`config.mk`:
```
export PLATFORM = sky130hd
export DESIGN_NAME = length_prefixed_frame_splitter
export DESIGN_NICKNAME = d
export VERILOG_FILES = /design/src/lpfs_pkg.sv /design/src/lpfs_parser.sv /design/src/lpfs_result_fifo.sv /design/src/length_prefixed_frame_splitter.sv
export SDC_FILE = /design/constraint.sdc
export NUM_CORES = 1
export LEC_CHECK = 0
export BUFFER_PORTS_ARGS = -buffer_cell sky130_fd_sc_hd__buf_2
export CAP_MARGIN = 20
export CELL_PAD_IN_SITES_DETAIL_PLACEMENT = 0
export CELL_PAD_IN_SITES_GLOBAL_PLACEMENT = 1
export CORE_ASPECT_RATIO = 2
export CORE_MARGIN = 10
export CORE_UTILIZATION = 35
export DETAILED_ROUTE_END_ITERATION = 10
export GPL_TIMING_DRIVEN = 0
export PLACE_DENSITY = 0.67
export SLEW_MARGIN = 20
export SYNTH_ARGS = -nofsm -noshare
export SYNTH_HDL_FRONTEND = slang
export SYNTH_SLANG_ARGS = --single-unit
```
`constraint.sdc`:
```
create_clock -name clock -period 4.9 [get_ports clock]
set_input_delay 0 -clock clock [delete_from_list [all_inputs] [get_ports clock]]
set_output_delay 0 -clock clock [all_outputs]
set_load 0.005 [all_outputs]
```
`src/lpfs_pkg.sv`:
```
// Shared types and constants for the length-prefixed frame splitter.
// No dependencies; every other file of the block imports it.
`default_nettype none

package lpfs_pkg;

   // Configuration register reset values and register indexes
   localparam logic [15:0] RESET_MIN_LENGTH = 16'd16;
   localparam logic [15:0] RESET_MAX_LENGTH = 16'd20480;  // 16 KiB + 4 KiB

   localparam logic CSR_IDX_MIN_LENGTH = 1'b0;
   localparam logic CSR_IDX_MAX_LENGTH = 1'b1;

   // Result queue geometry
   localparam int unsigned FIFO_DEPTH = 4;
   localparam int unsigned FIFO_PTR_W = 2;
   localparam int unsigned FIFO_CNT_W = 3;

   // One result transaction
   typedef struct packed {
      logic [7:0] out_byte;
      logic       msg_start;
      logic       msg_last;
      logic       length_error;
   } lpfs_result_type;

   // Results produced by one accepted input byte (zero, one or two)
   typedef struct packed {
      logic [1:0]      count;
      lpfs_result_type first;
      lpfs_result_type second;
   } lpfs_push_type;

endpackage

`default_nettype wire

```
`src/lpfs_parser.sv`:
```
// Header parser and body counter of the frame splitter.
// Depends on lpfs_pkg for the result and push types.
`default_nettype none

module lpfs_parser (
   input  wire logic                  clock,
   input  wire logic                  reset,
   input  wire logic                  accept,
   input  wire logic [7:0]            in_byte,
   input  wire logic [15:0]           min_length,
   input  wire logic [15:0]           max_length,
   output lpfs_pkg::lpfs_push_type    push
);
   import lpfs_pkg::*;

   typedef enum logic [1:0] {
      PH_LOW  = 2'd0,
      PH_HIGH = 2'd1,
      PH_BODY = 2'd2
   } phase_type;

   phase_type   phase_ff, phase_in;
   logic [7:0]  held_low_ff, held_low_in;
   logic [15:0] msg_len_ff, msg_len_in;
   logic [15:0] seen_ff, seen_in;

   logic [15:0] hdr_len;
   logic [15:0] seen_next;
   logic        hdr_bad;

   assign hdr_len   = {in_byte, held_low_ff};
   assign hdr_bad   = (hdr_len < min_length) || (hdr_len > max_length);
   assign seen_next = seen_ff + 16'd1;

   always_comb begin
      phase_in    = phase_ff;
      held_low_in = held_low_ff;
      msg_len_in  = msg_len_ff;
      seen_in     = seen_ff;
      push        = '0;
      if (accept) begin
         case (phase_ff)
            PH_HIGH: begin
               if (hdr_bad) begin
                  // one error transaction, then look for a new header
                  push.count              = 2'd1;
                  push.first.length_error = 1'b1;
                  phase_in                = PH_LOW;
                  msg_len_in              = '0;
                  seen_in                 = '0;
               end else begin
                  push.count           = 2'd2;
                  push.first.out_byte  = held_low_ff;
                  push.first.msg_start = 1'b1;
                  push.second.out_byte = in_byte;
                  push.second.msg_last = (hdr_len <= 16'd2);
                  msg_len_in           = hdr_len;
                  seen_in              = 16'd2;
                  phase_in             = (hdr_len <= 16'd2) ? PH_LOW : PH_BODY;
               end
            end
            PH_BODY: begin
               push.count          = 2'd1;
               push.first.out_byte = in_byte;
               push.first.msg_last = (seen_next >= msg_len_ff);
               seen_in             = seen_next;
               if (seen_next >= msg_len_ff) begin
                  phase_in = PH_LOW;
               end
            end
            default: begin
               // hold the low length byte; no result yet
               held_low_in = in_byte;
               phase_in    = PH_HIGH;
            end
         endcase
      end
   end

   always_ff @(posedge clock) begin
      if (reset) begin
         phase_ff    <= PH_LOW;
         held_low_ff <= '0;
         msg_len_ff  <= '0;
         seen_ff     <= '0;
      end else begin
         phase_ff    <= phase_in;
         held_low_ff <= held_low_in;
         msg_len_ff  <= msg_len_in;
         seen_ff     <= seen_in;
      end
   end

endmodule

`default_nettype wire

```
`src/lpfs_result_fifo.sv`:
```
// Four-entry result queue: takes up to two transactions per cycle, gives one while out_stall is low.
// Depends on lpfs_pkg for the result and push types and the queue geometry.
`default_nettype none

module lpfs_result_fifo (
   input  wire logic                    clock,
   input  wire logic                    reset,
   input  wire lpfs_pkg::lpfs_push_type push,
   output logic                         almost_full,
   output logic                         out_valid,
   input  wire logic                    out_stall,
   output lpfs_pkg::lpfs_result_type    out_result
);
   import lpfs_pkg::*;

   lpfs_result_type        mem_ff [FIFO_DEPTH];
   logic [FIFO_PTR_W-1:0]  wr_ptr_ff, wr_ptr_in;
   logic [FIFO_PTR_W-1:0]  rd_ptr_ff, rd_ptr_in;
   logic [FIFO_CNT_W-1:0]  count_ff, count_in;
   logic                   pop;
   logic [FIFO_PTR_W-1:0]  wr_ptr_second;

   assign out_valid     = (count_ff != '0);
   assign out_result    = mem_ff[rd_ptr_ff];
   assign pop           = out_valid && !out_stall;
   // stall the input unless two free entries remain
   assign almost_full   = (count_ff > FIFO_CNT_W'(FIFO_DEPTH - 2));
   assign wr_ptr_second = wr_ptr_ff + FIFO_PTR_W'(1);

   always_comb begin
      wr_ptr_in = wr_ptr_ff + FIFO_PTR_W'(push.count);
      rd_ptr_in = rd_ptr_ff + FIFO_PTR_W'(pop);
      count_in  = count_ff + FIFO_CNT_W'(push.count) - FIFO_CNT_W'(pop);
   end

   always_ff @(posedge clock) begin
      if (push.count != 2'd0) begin
         mem_ff[wr_ptr_ff] <= push.first;
      end
      if (push.count == 2'd2) begin
         mem_ff[wr_ptr_second] <= push.second;
      end
   end

   always_ff @(posedge clock) begin
      if (reset) begin
         wr_ptr_ff <= '0;
         rd_ptr_ff <= '0;
         count_ff  <= '0;
      end else begin
         wr_ptr_ff <= wr_ptr_in;
         rd_ptr_ff <= rd_ptr_in;
         count_ff  <= count_in;
      end
   end

   a_no_overflow : assert property (@(posedge clock) disable iff (reset)
      push.count != 2'd0 |->
         ({1'b0, count_ff} + (FIFO_CNT_W+1)'(push.count)) <= (FIFO_CNT_W+1)'(FIFO_DEPTH))
      else $error("result queue overflow");

   a_pop_drains : assert property (@(posedge clock) disable iff (reset)
      pop && push.count == 2'd0 |=> count_ff == $past(count_ff) - FIFO_CNT_W'(1))
      else $error("pop without push did not drain one entry");

   a_ptr_gap : assert property (@(posedge clock) disable iff (reset)
      count_ff < FIFO_CNT_W'(FIFO_DEPTH) |->
         FIFO_PTR_W'(wr_ptr_ff - rd_ptr_ff) == FIFO_PTR_W'(count_ff))
      else $error("queue pointers disagree with fill count");

endmodule

`default_nettype wire

```
`src/length_prefixed_frame_splitter.sv`:
```
// Length-prefixed frame splitter: top level with the configuration registers.
// Depends on lpfs_pkg, lpfs_parser and lpfs_result_fifo.
//
// Usage:
//   req_* carries the raw byte stream, one byte per transaction. A message
//   opens with a 16-bit little-endian length that counts the whole message.
//   The low length byte is held and gives no result; the high byte gives two
//   result transactions (both header bytes, the first flagged msg_start) or,
//   if the length falls outside [min_length, max_length], one transaction
//   with length_error set and a zero byte. Body bytes pass through one for
//   one; the byte that completes the length is flagged msg_last.
//   Results pass through the queue registers to rsp_*; a header's second result follows its first.
//   Throughput: one byte per cycle while rsp_stall stays low; the parser
//   handles each byte as it is taken and results land in a four-entry queue
//   that can take two per cycle and return one.
//   Stall: when rsp_stall holds results back, the queue fills and req_stall
//   rises once fewer than two entries are free; the held rsp_* payload stays.
//   Reset: synchronous; empties the queue, returns the parser to waiting for
//   a length byte and loads min_length = 16, max_length = 20480.
//   Registers (APB, 32-bit data): min_length at 0x0, max_length at 0x4;
//   write them only while the block is idle.
`default_nettype none

module length_prefixed_frame_splitter (
   input  wire logic        clock,
   input  wire logic        reset,
   // byte stream in
   input  wire logic        req_valid,
   output logic             req_stall,
   input  wire logic [7:0]  req_in_byte,
   // message bytes out
   output logic             rsp_valid,
   input  wire logic        rsp_stall,
   output logic [7:0]       rsp_out_byte,
   output logic             rsp_msg_start,
   output logic             rsp_msg_last,
   output logic             rsp_length_error,
   // configuration port
   input  wire logic        psel,
   input  wire logic        penable,
   input  wire logic        pwrite,
   input  wire logic [2:0]  paddr,
   input  wire logic [31:0] pwdata,
   output logic [31:0]      prdata,
   output logic             pready
);
   import lpfs_pkg::*;

   logic [15:0]     min_length_ff, min_length_in;
   logic [15:0]     max_length_ff, max_length_in;
   logic            csr_write;
   logic            csr_idx;
   logic            accept;
   lpfs_push_type   push;
   lpfs_result_type result;

   // Configuration registers; word index sits in paddr[2]
   assign pready    = 1'b1;
   assign csr_idx   = paddr[2];
   assign csr_write = psel && penable && pwrite;

   always_comb begin
      min_length_in = min_length_ff;
      max_length_in = max_length_ff;
      if (csr_write) begin
         case (csr_idx)
            CSR_IDX_MIN_LENGTH: min_length_in = pwdata[15:0];
            CSR_IDX_MAX_LENGTH: max_length_in = pwdata[15:0];
            default: ;
         endcase
      end
   end

   always_comb begin
      case (csr_idx)
         CSR_IDX_MIN_LENGTH: prdata = {16'd0, min_length_ff};
         CSR_IDX_MAX_LENGTH: prdata = {16'd0, max_length_ff};
         default:            prdata = '0;
      endcase
   end

   always_ff @(posedge clock) begin
      if (reset) begin
         min_length_ff <= RESET_MIN_LENGTH;
         max_length_ff <= RESET_MAX_LENGTH;
      end else begin
         min_length_ff <= min_length_in;
         max_length_ff <= max_length_in;
      end
   end

   // Take a byte whenever the queue has room for two results
   assign accept = req_valid && !req_stall;

   lpfs_parser u_parser (
      .clock      (clock),
      .reset      (reset),
      .accept     (accept),
      .in_byte    (req_in_byte),
      .min_length (min_length_ff),
      .max_length (max_length_ff),
      .push       (push)
   );

   lpfs_result_fifo u_fifo (
      .clock       (clock),
      .reset       (reset),
      .push        (push),
      .almost_full (req_stall),
      .out_valid   (rsp_valid),
      .out_stall   (rsp_stall),
      .out_result  (result)
   );

   assign rsp_out_byte     = result.out_byte;
   assign rsp_msg_start    = result.msg_start;
   assign rsp_msg_last     = result.msg_last;
   assign rsp_length_error = result.length_error;

endmodule

`default_nettype wire

```
* Word level (Yosys, flattened, before mapping)
Memories as Yosys holds them, arrays and structs flattened. A register that Yosys moved wholly into a read port is not among the register bits.
Cells that the tools add are included.
W data, S select, Z words.
** Word-level totals
- Bits in writable memories :: 44
- Output and inout port bits :: 46
- Flip-flop bits (word level) :: 81
- Memories kept :: 1
** Cells by class
- Equal/unequal tests :: 4
- Bitwise gates (word level) :: 2
- Muxes and demuxes :: 25
- Magnitude comparators :: 5
- Reduce and logical (&&, ||, !) cells :: 17
- Add/sub/neg operators :: 6
** Memories
- u_fifo.mem_ff :: words 4, width 11, rd ports 1, clocked after Yosys merged registers in 1, wr ports 2, RTL line lpfs_result_fifo.sv:16 : lpfs_result_type mem_ff [FIFO_DEPTH];
** Operator list (count)
- $pmux W32 S2 :: 1
- $pmux W16 S2 :: 1
- $mux W21 :: 1
- $pmux W10 S2 :: 1
- $mux W9 :: 2
- $add A16 B1 Y16 const B :: 1
- $ge A16 B16 Y1 :: 1
- $gt A16 B16 Y1 :: 1
- $le A16 B2 Y1 const B :: 1
- $lt A16 B16 Y1 :: 1
- $mux W16 :: 1
- $mux W2 :: 6
- $reduce_and A2 Y1 :: 6
- $mux W1 :: 10
- $mux W8 :: 1
- $eq A2 B2 Y1 const B :: 2
- $logic_and A1 B1 Y1 :: 4
- $pmux W2 S2 :: 1
- $reduce_bool A2 Y1 :: 2
- $add A3 B2 Y3 :: 1
- $gt A3 B2 Y1 const B :: 1
- $reduce_bool A3 Y1 :: 1
- $sub A3 B1 Y3 :: 1
- $add A2 B1 Y2 :: 1
- other kinds (8) :: 10

* Depth between registers and ports, before layout
- Depth in word-level cells :: 8
- Gate-level depth with buffers :: 17
- Depth with buffers taken out :: 16

* Cells and area by module
A second synthesis with hierarchy kept.
** Unflattened totals
- Cells, all modules :: 765
- Area total of the unflattened synthesis :: 7825.0 um2
** Modules (own cells, without submodules)
- lpfs_parser :: cells an instance 447, instances 1, sequential area each 840.8 um2, area each 3473.3 um2
- lpfs_result_fifo :: cells an instance 154, instances 1, sequential area each 1461.4 um2, area each 2650.0 um2
- length_prefixed_frame_splitter :: cells an instance 164, instances 1, sequential area each 640.6 um2, area each 1701.6 um2

* Worst setup path after synthesis
No wires, ideal clock.
- Path kind :: reg-to-reg
- Start point :: reg u_parser.phase_ff[0]
- End point :: reg u_fifo.count_ff[2]
- Cell stages (with the launch flop) :: 18
- Slack :: 1459 ps
- Arrival time :: 3313 ps
- Required time :: 4772 ps
- Period minus slack after synthesis :: 3441 ps
- Cells stage by stage :: dfxtp_1 inv_1 ha_1 clkbuf_1 inv_1 nand3_1 nor2_1 clkbuf_1 clkbuf_1 nor2_1 ha_1 inv_1 ha_1 inv_1 fa_1 xnor2_1 xnor2_1 nor2_1
** Between the ends
- Longest elaborated chain between the ends :: 5
** RTL lines
- start, declared :: RTL line lpfs_parser.sv:22 : phase_type phase_ff, phase_in;
- start signal, assigned :: RTL line lpfs_parser.sv:87 : phase_ff <= phase_in;
- $eq A2 B2 Y1 / $eq A2 B1 Y1 (equally long branches) :: RTL line lpfs_parser.sv:42 : case (phase_ff)
- $pmux W10 S2 (*) :: RTL line lpfs_parser.sv:42
- $mux W21 (*) :: RTL line lpfs_parser.sv:41 : if (accept) begin
- $add A3 B2 Y3 (*) :: RTL line lpfs_result_fifo.sv:33 : count_in = count_ff + FIFO_CNT_W'(push.count) - FIFO_CNT_W'(pop);
- $sub A3 B1 Y3 (*) :: RTL line lpfs_result_fifo.sv:33
- end signal, assigned :: RTL line lpfs_result_fifo.sv:53 : count_ff <= count_in;
- end, declared :: RTL line lpfs_result_fifo.sv:19 : logic [FIFO_CNT_W-1:0] count_ff, count_in;
Every way passes the cells marked *; elsewhere a longest branch is shown, timed or not.
A chain may end at the register's enable or synchronous reset.

* Final worst setup path
Ends and elaborated chain as after synthesis.

==> implementation parameters <==
Parameter                              Value

Outcome
  Outcome    finished, final reports clean

Routing
  Via total after detailed routing    around 6,200
  Total wire length    between 20,000 and 25,000 um
  Routed wirelength normalized by instance count    around 19 um
  Post-route ant nets    0
  First-pass DRT Iterations    5
  Number of DRC violations after detailed-routing iteration 0    318
  Ratio of routed vias to standard cells    5.22
  DRC violation count after routing    0

Cells and area
  Fill count    around 2,100
  N_diodes    0
  Highest-count cells in the layout ignoring fill and taps    nand2_1 (118), dfxtp_1 (89), a21oi_1 (64)
  Most common cell after layout, fill and taps aside    nand2_1
  Fraction of layout cells with a size suffix above 1    between 10% and 20%
  Area overhead of the layout relative to synthesis    20.6%
  Net total in the final layout    1,019

STA
  Clock skew    7.69 ps
  F_max    234 MHz
  WHS    between 20 and 30 ps
  Crit share post-route    approximately 87%
  Post-Route Setup TNS    0 ps
  Relative slew slack    37.0%
  Slew at the pin with the worst max-slew slack    around 950 ps
  Max-slew violations    0
  Final setup vio count    0
  Unrepaired setup endpoints after global routing    no
  Final hold violation count    0
  Min cycle time layout    ~4300 ps

CTS
  Clock tree from TritonCTS    built
  Total clock buffers created by CTS    17
  Maximum clock path buffer count    2
  Clock latency on the worst-skew pair    430 ps
  Root Buffer    clkbuf_16
  Clk pin slew, worst setup/hold paths    60 ps
  Clk sinks    between 100 and 150
  # H-tree levels    4

Critical path
  Buf+Inv Stages, Crit Path    7
  Critical path fanouts, max    10
  Launching element type of the critical path    flop
  Worst flop-to-flop path startpoint    u_parser.phase_ff[0]
  Worst EP arrival    between 4000 and 5000 ps
  Crit-path most repeated cell    inv_1
  Worst reg2reg path depth    17
  FF-to-FF End    u_fifo.count_ff[2]
  Endpoint type of the worst setup path    flop
  Delay of the slowest cell on the worst path    between 500 and 600 ps
  Critical Path End    u_fifo.count_ff[2]
  Stages on worst setup path    17
  Setup slack, reg-to-reg    about 620 ps
  Start-to-end type of the worst setup path    reg2reg
  Worst setup path startpoint    u_parser.phase_ff[0]
  Critical Path Slowest Stage Cell    clkbuf_1
  Dominant delay contributor by cell family on the critical path    buffers and inverters
  Cells along the critical path    inv_1, ha_1, clkbuf_1, inv_1, nand3_1, nor2_1, clkbuf_1, clkbuf_1, nor2_1, ha_1, inv_1, ha_1, inv_1, fa_1, xnor2_1, xnor2_1, nor2_1
  Data required time of the worst path    5200 ps

Min path
  Worst hold-check path type    in2reg

Synth
  Mean area per synthesized cell    8.92 um^2
  Count of flip-flops with a built-in enable after synthesis    36
  Cell area after synthesis    7090 um^2
  Post-synth top flop    dfxtp_1
  Sequential fraction of the synthesis area    approximately 40%
  Warning count from the yosys run    0
  Synth unique cells    56
  Count of state elements after synthesis    about 130
  Syn Inst Count    795
  Post-synth ARST share    0%

Floorplan
  Starting density of the core    a little over a third
  Core Rows    73
  Core area    roughly 20,000 um^2
  Die X    ~120 um
  Die height    around 220 um
  Die area    about 27,000 um^2
  Boundary Pins    96

GRT
  Layer with the highest usage after global routing    met2
  GR Util met2    between 30 and 40%
  Via count of the first global-routing pass    between 6,000 and 7,000
  Pin count of the biggest net entering global routing    17
  Global-route met1 utilization    between 15 and 20%
  First-pass GRT wire length    35,200 um
  Global routing usage summed across all routing layers    17.3%
  GRT overflow    0
  Antenna violations before repair    0
  GRT met3 Usage    under 10%

Place
  Routability congestion estimate from global placement    ~0.85
  Port Buffers    slightly below 60
  Estimated wirelength of the detail-placed design    between 15,000 and 20,000 um

Power
  Leakage power total    between 3 and 4 nW
  Peak supply drop    around 0.00025 V
  Power per unit of standard cell area    ~340 nW/um^2

Job
  Max-Cap Viols    0
-- registers in the layout, indices dropped and copies added (netlist names) --
signal	cells
u_fifo.count_ff	3
u_fifo.rd_ptr_ff	2
u_parser.phase_ff	2
u_parser.seen_ff	16
u_parser.held_low_ff	8
min_length_ff	16
u_parser.msg_len_ff	16
u_fifo.mem_ff	44
u_fifo.wr_ptr_ff	2
max_length_ff	16
-- metal layers --
| layer | vias up | wire length, um |
|---|---|---|
| met5 | - | 0 |
| met4 | 0 | 1020 |
| met3 | 51 | 808 |
| met2 | 164 | 12800 |
| met1 | 2920 | 7920 |
| li1 | 3062 | - |
-- power by group --
group          internal, mW  switching (mW)
Combinational         0.280           0.345
Sequential             1.12          0.0673
Clock                 0.682           0.449
Total                  2.08           0.861
-- layout make-up --
| type | instances | area, um^2 | share of cell area [%] |
|---|---|---|---|
| buffer | 58 | 283 | 3.31 |
| inverter | 61 | 229 | 2.68 |
| timing repair buffer | 84 | 546 | 6.38 |
| multi-input combinational | 566 | 3790 | 44.3 |
| tap | 262 | 328 | 3.83 |
| clock inverter | 11 | 76.3 | 0.893 |
| sequential | 125 | 2860 | 33.5 |
| clock buffer | 21 | 440 | 5.15 |
-- logic make-up (layout without fill, tap and decap cells) --
kind of cell             Yosys count  in the layout  share of synthesized area [%]
flip-flops                       125            125                           40.4
AND/OR/NAND/NOR                  265            265                           16.8
AO/OA/AOI/OAI                    197            197                           19.5
XOR/XNOR                          19             19                           2.35
adder cells (fa/ha/maj)           56             56                           9.99
buffers and inverters            119            235                           7.22
other                              2             17                          0.106
multiplexers                      12             12                           3.65
-- cell usage after synthesis (all sizes together) (2+ instances only) --
cell type | instances | area share (%)
o21ai | 29 | 2.0
xnor2 | 14 | 1.7
and2 | 3 | 0.26
a21oi | 66 | 4.7
or2 | 2 | 0.18
nor3 | 9 | 0.79
o221ai | 3 | 0.37
dfxtp | 89 | 25
o211ai | 4 | 0.42
ha | 55 | 9.7
a22o | 8 | 0.99
a211oi | 5 | 0.53
inv | 61 | 3.2
nor2b | 7 | 0.62
edfxtp | 36 | 15
conb | 2 | 0.11
mux4 | 11 | 3.5
nand4 | 13 | 1.1
xor2 | 5 | 0.62
a22oi | 24 | 2.5
nand2b | 5 | 0.44
o32ai | 4 | 0.49
and4 | 3 | 0.37
nand2 | 118 | 6.2
or4 | 2 | 0.21
o21a | 4 | 0.42
a211o | 3 | 0.37
nand3 | 28 | 2.0
a21o | 6 | 0.64
clkbuf | 38 | 2.0
or3 | 4 | 0.35
nor2 | 60 | 3.2
o31ai | 6 | 1.3
and3 | 6 | 0.53
nor4 | 3 | 0.26
buf | 20 | 2.0
a32o | 26 | 3.7
-- stage by stage --
stage | std cells | utilization, % | power (mW) | setup WS (ps) | area [um^2]
detailed placement | 1132 | 39.1 | 1.83 | 463 | 7780
global route | 1188 | 42.9 | 3.10 | 255 | 8550
floorplan | 810 | - | 1.58 | 1460 | 7150
global placement | 1130 | 39.0 | 1.83 | 496 | 7770
CTS | 1188 | 42.9 | 2.98 | 443 | 8540
finish | 1188 | 42.9 | 2.94 | 623 | 8550
-- how the worst min path moves through the flow --
stage / startpoint / end / slack [ps] / cells past startpoint
floorplan: pwdata[12] / max_length_ff[12] / 120 / 1
global placement: pwdata[14] / max_length_ff[14] / 220 / 2
detailed placement: pwdata[4] / min_length_ff[4] / 230 / 2
CTS: req_in_byte[1] / u_parser.held_low_ff[1] / 2 / 3
global route: req_in_byte[1] / u_parser.held_low_ff[1] / 40 / 3
finish: req_in_byte[1] / u_parser.held_low_ff[1] / 30 / 3
-- worst reg2reg max path: stages, from the launching register on --
cell and delay [ps]:
dfxtp_1 350, inv_1 50, ha_1 270, clkbuf_1 210
inv_1 180, nand3_1 170, nor2_1 410, clkbuf_1 540
clkbuf_1 500, nor2_1 170, ha_1 300, inv_1 60
ha_1 130, inv_1 40, fa_1 380, xnor2_1 180
xnor2_1 140, nor2_1 50
-- what timing repair did --
action | in CTS | in global routing
hold buffers | 24 | 0
setup buffers | 0 | 0
hold endpoints to repair | 41 | 0
setup endpoints to repair | 0 | 0
gates resized for setup | 0 | 0
Power figures use the tool's default switching activity.
